<file path="src/hw/rtl/nas_alloc_pkg.sv">
// shared types, codes and unit arithmetic of the nested arena stack allocator
`default_nettype none

package nas_alloc_pkg;

	// unit arithmetic: bytes are counted in 16-byte units
	localparam int ALIGN_SHIFT     = 4;
	localparam int SIZE_W          = 32;
	localparam int OFFSET_W        = 32;
	localparam int UNIT_W          = SIZE_W + 1 - ALIGN_SHIFT;
	localparam int MIN_ARENA_BYTES = 64;
	localparam int ALIGN_BYTES     = 1 << ALIGN_SHIFT;
	localparam logic [UNIT_W-1:0] MIN_ARENA_UNITS =
		UNIT_W'((MIN_ARENA_BYTES + ALIGN_BYTES - 1) / ALIGN_BYTES);

	typedef enum logic [2:0] {
		OP_ENTER   = 3'd0,
		OP_EXIT    = 3'd1,
		OP_ALLOC   = 3'd2,
		OP_RESET   = 3'd3,
		OP_CLEANUP = 3'd4
	} opcode_e_t;

	typedef enum logic [2:0] {
		STAT_OK         = 3'd0,
		STAT_FULL       = 3'd1,
		STAT_BAD_SIZE   = 3'd2,
		STAT_EMPTY      = 3'd3,
		STAT_NO_SPACE   = 3'd4,
		STAT_ZERO_ALLOC = 3'd5
	} status_e_t;

	// one arena frame record
	typedef struct packed {
		logic [UNIT_W-1:0] cap;
		logic [UNIT_W-1:0] used;
		logic [UNIT_W-1:0] peak;
	} frame_t;

	// what one operation does to the stack
	typedef struct packed {
		status_e_t           status;
		logic [OFFSET_W-1:0] offset;
		logic [UNIT_W-1:0]   popped;
		frame_t              top;
		logic                mem_wr;
		logic                need_load;
	} op_res_t;

	// round a byte count up to whole units
	function automatic logic [UNIT_W-1:0] units_up(input logic [SIZE_W-1:0] bytes);
		logic [SIZE_W:0] sum;
		sum = {1'b0, bytes} + (SIZE_W + 1)'(ALIGN_BYTES - 1);
		return sum[SIZE_W:ALIGN_SHIFT];
	endfunction

endpackage

`default_nettype wire

</file>
<file path="src/hw/rtl/nas_alloc_op_unit.sv">
// operation decode and top-frame arithmetic
`default_nettype none

module nas_alloc_op_unit #(
	parameter int MAX_FRAMES = 64,
	parameter int DEPTH_W    = 7
) (
	input  wire logic [2:0]                       opcode,
	input  wire logic [nas_alloc_pkg::SIZE_W-1:0] req_bytes,
	input  wire logic [DEPTH_W-1:0]               depth,
	input  wire nas_alloc_pkg::frame_t            top,
	output logic [DEPTH_W-1:0]                    nxt_depth,
	output nas_alloc_pkg::op_res_t                res
);

	localparam logic [DEPTH_W-1:0] MAX_D = DEPTH_W'(MAX_FRAMES);
	localparam logic [DEPTH_W-1:0] ONE_D = DEPTH_W'(1);

	logic [nas_alloc_pkg::UNIT_W-1:0]  need;
	logic [nas_alloc_pkg::UNIT_W:0]    used_sum;
	logic [nas_alloc_pkg::UNIT_W+nas_alloc_pkg::ALIGN_SHIFT-1:0] off_wide;
	logic                              size_zero;
	logic                              empty;

	assign need      = nas_alloc_pkg::units_up(req_bytes);
	assign used_sum  = {1'b0, top.used} + {1'b0, need};
	assign off_wide  = {top.used, {nas_alloc_pkg::ALIGN_SHIFT{1'b0}}};
	assign size_zero = (req_bytes == '0);
	assign empty     = (depth == '0);

	always_comb begin
		res        = '0;
		res.status = nas_alloc_pkg::STAT_OK;
		res.top    = top;
		nxt_depth  = depth;
		case (opcode)
			nas_alloc_pkg::OP_ENTER: begin
				if (depth >= MAX_D) begin
					res.status = nas_alloc_pkg::STAT_FULL;
				end else if (size_zero) begin
					res.status = nas_alloc_pkg::STAT_BAD_SIZE;
				end else begin
					// old top spills to the store
					res.mem_wr   = !empty;
					res.top.cap  = (need < nas_alloc_pkg::MIN_ARENA_UNITS) ?
						nas_alloc_pkg::MIN_ARENA_UNITS : need;
					res.top.used = '0;
					res.top.peak = '0;
					nxt_depth    = depth + ONE_D;
				end
			end
			nas_alloc_pkg::OP_EXIT: begin
				if (empty) begin
					res.status = nas_alloc_pkg::STAT_EMPTY;
				end else begin
					res.popped    = top.peak;
					res.need_load = (depth != ONE_D);
					nxt_depth     = depth - ONE_D;
				end
			end
			nas_alloc_pkg::OP_ALLOC: begin
				if (empty) begin
					res.status = nas_alloc_pkg::STAT_EMPTY;
				end else if (size_zero) begin
					res.status = nas_alloc_pkg::STAT_ZERO_ALLOC;
				end else if (used_sum > {1'b0, top.cap}) begin
					res.status = nas_alloc_pkg::STAT_NO_SPACE;
				end else begin
					res.offset   = off_wide[nas_alloc_pkg::OFFSET_W-1:0];
					res.top.used = used_sum[nas_alloc_pkg::UNIT_W-1:0];
					if (used_sum[nas_alloc_pkg::UNIT_W-1:0] > top.peak) begin
						res.top.peak = used_sum[nas_alloc_pkg::UNIT_W-1:0];
					end
				end
			end
			nas_alloc_pkg::OP_RESET: begin
				if (empty) begin
					res.status = nas_alloc_pkg::STAT_EMPTY;
				end else begin
					res.top.used = '0;
				end
			end
			nas_alloc_pkg::OP_CLEANUP: begin
				nxt_depth = '0;
			end
			default: begin
				// unused opcodes leave everything as is
			end
		endcase
	end

endmodule

`default_nettype wire
</file>
<file path="config.mk">
export PLATFORM = sky130hd
export DESIGN_NAME = nas_alloc_op_unit
export DESIGN_NICKNAME = d
export VERILOG_FILES = /design/src/hw/rtl/nas_alloc_pkg.sv /design/src/hw/rtl/nas_alloc_op_unit.sv
export SDC_FILE = /design/constraint.sdc
export NUM_CORES = 1
export LEC_CHECK = 0
export BUFFER_PORTS_ARGS = -buffer_cell sky130_fd_sc_hd__buf_2
export CORE_MARGIN = 2
export CORE_UTILIZATION = 35
export DETAILED_ROUTE_END_ITERATION = 8
export PLACE_DENSITY = 0.76
export SKIP_LAST_GASP = 1
export SLEW_MARGIN = 20
export SYNTH_ARGS = -nofsm -noshare
export SYNTH_HDL_FRONTEND = slang
export SYNTH_SLANG_ARGS = --single-unit
</file>
<file path="constraint.sdc">
create_clock -name vclk -period 8.9
set_input_delay 0.89 -clock vclk [all_inputs]
set_output_delay 0.89 -clock vclk [all_outputs]
set_load 0.05 [all_outputs]
</file>
Word level (Yosys, flattened, before mapping)
Index checks and enable logic that the tools add are counted.
Storage, ports and cells
  bits in registers: 0
  bits in latches: 0
  memory bits (writable): 0
  bits in read-only memories: 0
  bits of input ports: 129
  output and inout bits: 160
  memories: 0
Cells by class
  add/sub/neg operators: 4
  multiply operators: 0
  divide/modulo/power cells: 0
  $lt $le $gt $ge: 4
  equality and inequality tests: 5
  shift operators: 0
  muxes and demuxes: 31
  bitwise logic cells: 0
  reduce and logical (&&, ||, !) cells: 5
Operators with widths (number)
  $mux W88: 2
  $mux W29: 6
  $mux W58: 3
  $mux W32: 4
  $pmux W29 S3: 1
  $pmux W29 S2: 1
  $add A32 B4 Y33 const B: 1
  $logic_not A32 Y1: 1
  $add A29 B29 Y30: 1
  $gt A30 B29 Y1: 1
  $gt A29 B29 Y1: 1
  $lt A29 B3 Y1 const B: 1
  $mux W7: 3
  $pmux W7 S3: 1
  $mux W3: 4
  $pmux W3 S3: 1
  $add A7 B1 Y7 const B: 1
  $ge A7 B7 Y1 const B: 1
  $logic_not A7 Y1: 1
  $ne A7 B1 Y1 const B: 1
  $sub A7 B1 Y7 const B: 1
  $eq A3 B2 Y1 const B: 2
  $mux W2: 2
  $eq A3 B1 Y1 const B: 1
  5 further kinds: 7

Logic depth before layout (Yosys ltp)
  word-level depth: 8
  mapped depth: 26
  gate-level depth less buffers: 23

Worst setup path before layout
No wires, ideal clock.
  path type: input -> output
  start: in req_bytes[2] (netlist bit)
  end: out res[11] (netlist bit)
  arrival: 6863 ps
  data required time: 8010 ps
  path slack: 1147 ps
  cell stages on the path: 25
  buffers on the path: 2
  cells stage by stage: o41a_2 > nand4_1 > nor4_1 > and2_1 > clkbuf_1 > nand2_1 > xnor2_1 > ha_1 > a21o_1 > a21o_1 > a221oi_1 > nand3_1 > a41oi_1 > nor4b_1 > a311o_1 > ha_1 > nand3_1 > nor4_1 > nand4_1 > a21o_1 > a31oi_1 > nor3_4 > nand3_4 > buf_2 > mux2i_1
RTL lines
  from (decl): line nas_alloc_op_unit.sv:9  | input wire logic [nas_alloc_pkg::SIZE_W-1:0] req_bytes,
  to (decl): line nas_alloc_op_unit.sv:13  | output nas_alloc_pkg::op_res_t res

==> results.txt <==
Of all nets on the critical path, the largest fanout is 29. The cell type contributing the most total cell area after synthesis was sky130_fd_sc_hd__ha_1. Leading cell type by number of instances after synthesis: sky130_fd_sc_hd__ha_1. The number of global-route vias before repair is 6539, and the combined buffer and inverter count along the critical path is 4.

After detailed placement, the design holds a cell count of 1272. By area the synthesized netlist is led by sky130_fd_sc_hd__ha_1 22%, sky130_fd_sc_hd__inv_1 5.8%, sky130_fd_sc_hd__nor2_1 5.8%, sky130_fd_sc_hd__nand2_1 5.7%, sky130_fd_sc_hd__xnor2_1 4.8%. The synthesized netlist devotes 25.5% of its cell area to compound gates.

Data on the critical path arrives at its endpoint at 7460 ps. With fillers left out, the area of the finished cells amounts to 7120 µm². In the routed layout, each cell is associated on average with a via count of 5.58. After synthesis, the most frequently instantiated cells are 95 x sky130_fd_sc_hd__ha_1, 85 x sky130_fd_sc_hd__inv_1, 85 x sky130_fd_sc_hd__nor2_1, 83 x sky130_fd_sc_hd__nand2_1, 48 x sky130_fd_sc_hd__a21oi_1.

The tools report the final net count as 1311. The run gives 0.120 GHz as the achievable clock frequency. Setup violations remaining at the end of the flow were counted as 0. For the wire length of the first global-routing pass, the log shows 35.2 mm.

Global routing used 36.2% of the available met1 tracks. The slowest stage of the critical path is the sky130_fd_sc_hd__o311ai_0 cell. In this design, the stage delay of the slowest critical-path cell is 590 ps. The initial antenna violation count is 0, and the total wirelength of the detailed-routed design is 23.4 mm. STA classifies the critical path endpoint as a primary output.

Across all layers, the routed design uses 7098 vias. For the cell-internal power, the log shows 0.000228 W. The quantity of gates resized following cts was 0. After synthesis, the share of cell area in mux cells is 7.38%.

The post-layout worst setup margin is 546 ps. The cell type group with the largest total delay on the critical path was compound AO/OA/AOI/OAI gates. The tools report the pin count of the biggest net entering global routing as 35.

Top-level I/O count: 289. The sum of internal, switching and leakage power is 0.000717 W, and the share of final-layout standard cells stronger than drive strength 1 is 30.9%. For the post-placement cell area, the log shows 7070 µm². The run gives 26.5% as the global routing usage summed across all routing layers. For the remaining global-route overflow, the log shows 0.

The arithmetic-cell share of the synthesized area counting full adders, half adders and majority gates came out at 22.1%. The power per cell area works out to 101 nW/µm². The first-pass detailed-route iteration total came out at 5. The path class of the tightest hold or removal check is input pin to primary output.

Setup repair after global routing left no endpoint under its margin. The height of the die was 129 µm; the xor/xnor cell area share of the yosys netlist was 8.02%. The logs give 0 for the max-slew violation count and 16600 µm² for the area of the die. The worst hold path terminates at nxt_depth[5].

The area added between synthesis and finish works out to 30.5%. For the required time reported for the critical path endpoint, the log shows 8010 ps. Leaving out filler cells and counting taps, the final layout contains 1272.

Sequential cells placed in the final layout were counted as 0. The number of antenna cells inserted was 0; the clock share of power was 0%. The run gives 0 as the detailed-route DRC error count. The run finished with clean final reports. Global routing consumed, on the met3 layer, 2.29% of the routing resources. Global routing consumed, on the met2 layer, 46.7% of the routing resources. Sequential elements use 0% of the synthesized area.

In this run the horizontal extent of the chip is 129 µm. The highest ir drop seen on vdd is 0.0486 mV. The run gives 0 as the count of nets left with antenna violations after detail routing.

The synthesized instance count was 821; the detailed router's first-iteration violation count was 475. After floorplanning, the core was sized to cover 15200 µm². Post-CTS timing repair inserted 0 buffers for setup.

After Yosys synthesis, and, or, nand and nor cells account for 27.7% of the synthesized area. Synthesis instantiated 65 different standard cells from the library. For the finished layout, the period the worst path requires is 8350 ps. The kind of start point of the critical path was an input pin. Across the whole layout, storage elements account for 0 µm². The global routing stage identified its most utilized layer as met2.

OpenSTA, run right after detailed placement, puts the worst setup slack at 216 ps. The cell depth of the worst hold path was 3. For the area of the mapped netlist, the log shows 5460 µm². The startpoint identified for the worst hold timing path is depth[5]. In this run the mean area of a mapped cell was 6.65 µm². Kind of critical path: input pin to primary output. Across the run, the number of max-cap violations was 0. Routability-driven placement finished with a final weighted congestion of 0.981.

In this run the static leakage power is 4.14 nW. The net switching power of the design was 0.000488 W; the clock buffer count in the final layout was 0. The number of buffers added on ports was 285; the register share of total power was 0%.

For the pin with the worst max-slew slack, the measured transition is 908 ps. Combinational logic is responsible for 100.0% of the overall power. The tools report the final sum of negative setup slack as 0 ps. Initial core utilization: 35.9%. The number of buffers inserted by hold repair at cts is 0, and the switching fraction of total power is 68.1%. Detailed placement finished with a half-perimeter wire length of 19.8 mm. Row generation in the floorplan step produced 45 rows. The share of synthesized area in the top cell type comes to 21.8%. The average routed wire per standard cell is 18.4 µm. The tools report the yosys synthesis warning count as 0. Measured against its own limit, the worst slew margin works out to 39.4%. Dividing the final minimum period by the clock period gives 93.9%. After synthesis, the largest family of logic cells by area is simple AND/OR/NAND/NOR gates. The run gives 0 as the hold violation total from the final report.
power by group through the flow:
stage	clock [W]	sequential (W)	combinational, W
finish	0	0	0.000717
global route	0	0	0.000777
CTS	0	0	0.000711
detailed placement	0	0	0.000707
global placement	0	0	0.000703
floorplan	0	0	0.000494
per-layer routing:
metal  wire length, µm  vias up
met3              1650       25
met5                 0        -
met1             10400     3231
li1                  -     3492
met2             11100      350
met4               257        0
layout by cell type (no fill, tap or decap), types with 3 or more instances in the layout:
cell / netlist / layout
sky130_fd_sc_hd__nand2b_1: 4 / 4
sky130_fd_sc_hd__nor3_1: 24 / 23
sky130_fd_sc_hd__a21boi_0: 5 / 5
sky130_fd_sc_hd__a21oi_1: 48 / 48
sky130_fd_sc_hd__nor4_1: 10 / 9
sky130_fd_sc_hd__a211oi_1: 6 / 6
sky130_fd_sc_hd__buf_4: 5 / 12
sky130_fd_sc_hd__a22o_1: 28 / 28
sky130_fd_sc_hd__or2_2: 3 / 3
sky130_fd_sc_hd__xor2_1: 20 / 19
sky130_fd_sc_hd__o31ai_1: 5 / 5
sky130_fd_sc_hd__a2111oi_0: 3 / 3
sky130_fd_sc_hd__o21a_1: 7 / 7
sky130_fd_sc_hd__buf_2: 5 / 285
sky130_fd_sc_hd__mux2_4: 5 / 5
sky130_fd_sc_hd__ha_1: 95 / 95
sky130_fd_sc_hd__nand2_1: 83 / 82
sky130_fd_sc_hd__nand3_1: 24 / 24
sky130_fd_sc_hd__and2_1: 9 / 9
sky130_fd_sc_hd__a311o_1: 3 / 3
sky130_fd_sc_hd__nor2b_1: 3 / 3
sky130_fd_sc_hd__o21ai_0: 39 / 39
sky130_fd_sc_hd__xnor2_1: 30 / 30
sky130_fd_sc_hd__a21o_1: 17 / 17
sky130_fd_sc_hd__a221oi_1: 5 / 5
sky130_fd_sc_hd__a211o_1: 3 / 3
sky130_fd_sc_hd__mux2_2: 14 / 14
sky130_fd_sc_hd__mux2i_1: 17 / 17
sky130_fd_sc_hd__a221o_1: 3 / 3
sky130_fd_sc_hd__nand4_1: 18 / 18
sky130_fd_sc_hd__a31oi_1: 9 / 9
sky130_fd_sc_hd__and4_1: 4 / 4
sky130_fd_sc_hd__conb_1: 1 / 4
sky130_fd_sc_hd__inv_1: 85 / 85
sky130_fd_sc_hd__nor2_1: 85 / 83
sky130_fd_sc_hd__and3_1: 36 / 36
kinds of logic (layout without fill, tap and decap cells):
| family | Yosys count | after routing |
|---|---|---|
| mux | 36 | 36 |
| other cells | 1 | 4 |
| buf+inv | 123 | 383 |
| compound gates | 203 | 203 |
| fa+ha+maj | 96 | 96 |
| xor+xnor | 50 | 50 |
| simple gates | 312 | 312 |
tightest hold or removal path, cell delays in order:
cell and delay [ps]:
sky130_fd_sc_hd__buf_2 130, sky130_fd_sc_hd__a21oi_1 70, sky130_fd_sc_hd__buf_2 210
worst max path at each step:
stage                   end  slack (ps)          from  cells past startpoint
detailed placement  res[46]         220  req_bytes[4]                     27
finish              res[46]         550  req_bytes[2]                     25
floorplan           res[11]        1150  req_bytes[2]                     25
global placement    res[57]         420  req_bytes[4]                     27
global route        res[32]           3  req_bytes[4]                     28
CTS                 res[46]         190  req_bytes[4]                     27
area by class of cell:
class / count / area [µm²]
multi-input cells: 701 / 5040
fillers: 1594 / 8080
repair buffers: 298 / 1530
inverters: 85 / 319
well taps: 188 / 235
metrics by stage:
stage	hold WS, ps	utilization (%)
final	2190	46.8
after global routing	2210	46.8
after CTS	2180	46.5
after detailed placement	2180	46.5
after global placement	2180	46.5
after floorplan	2020	-
(Power assumes the default switching activity.)
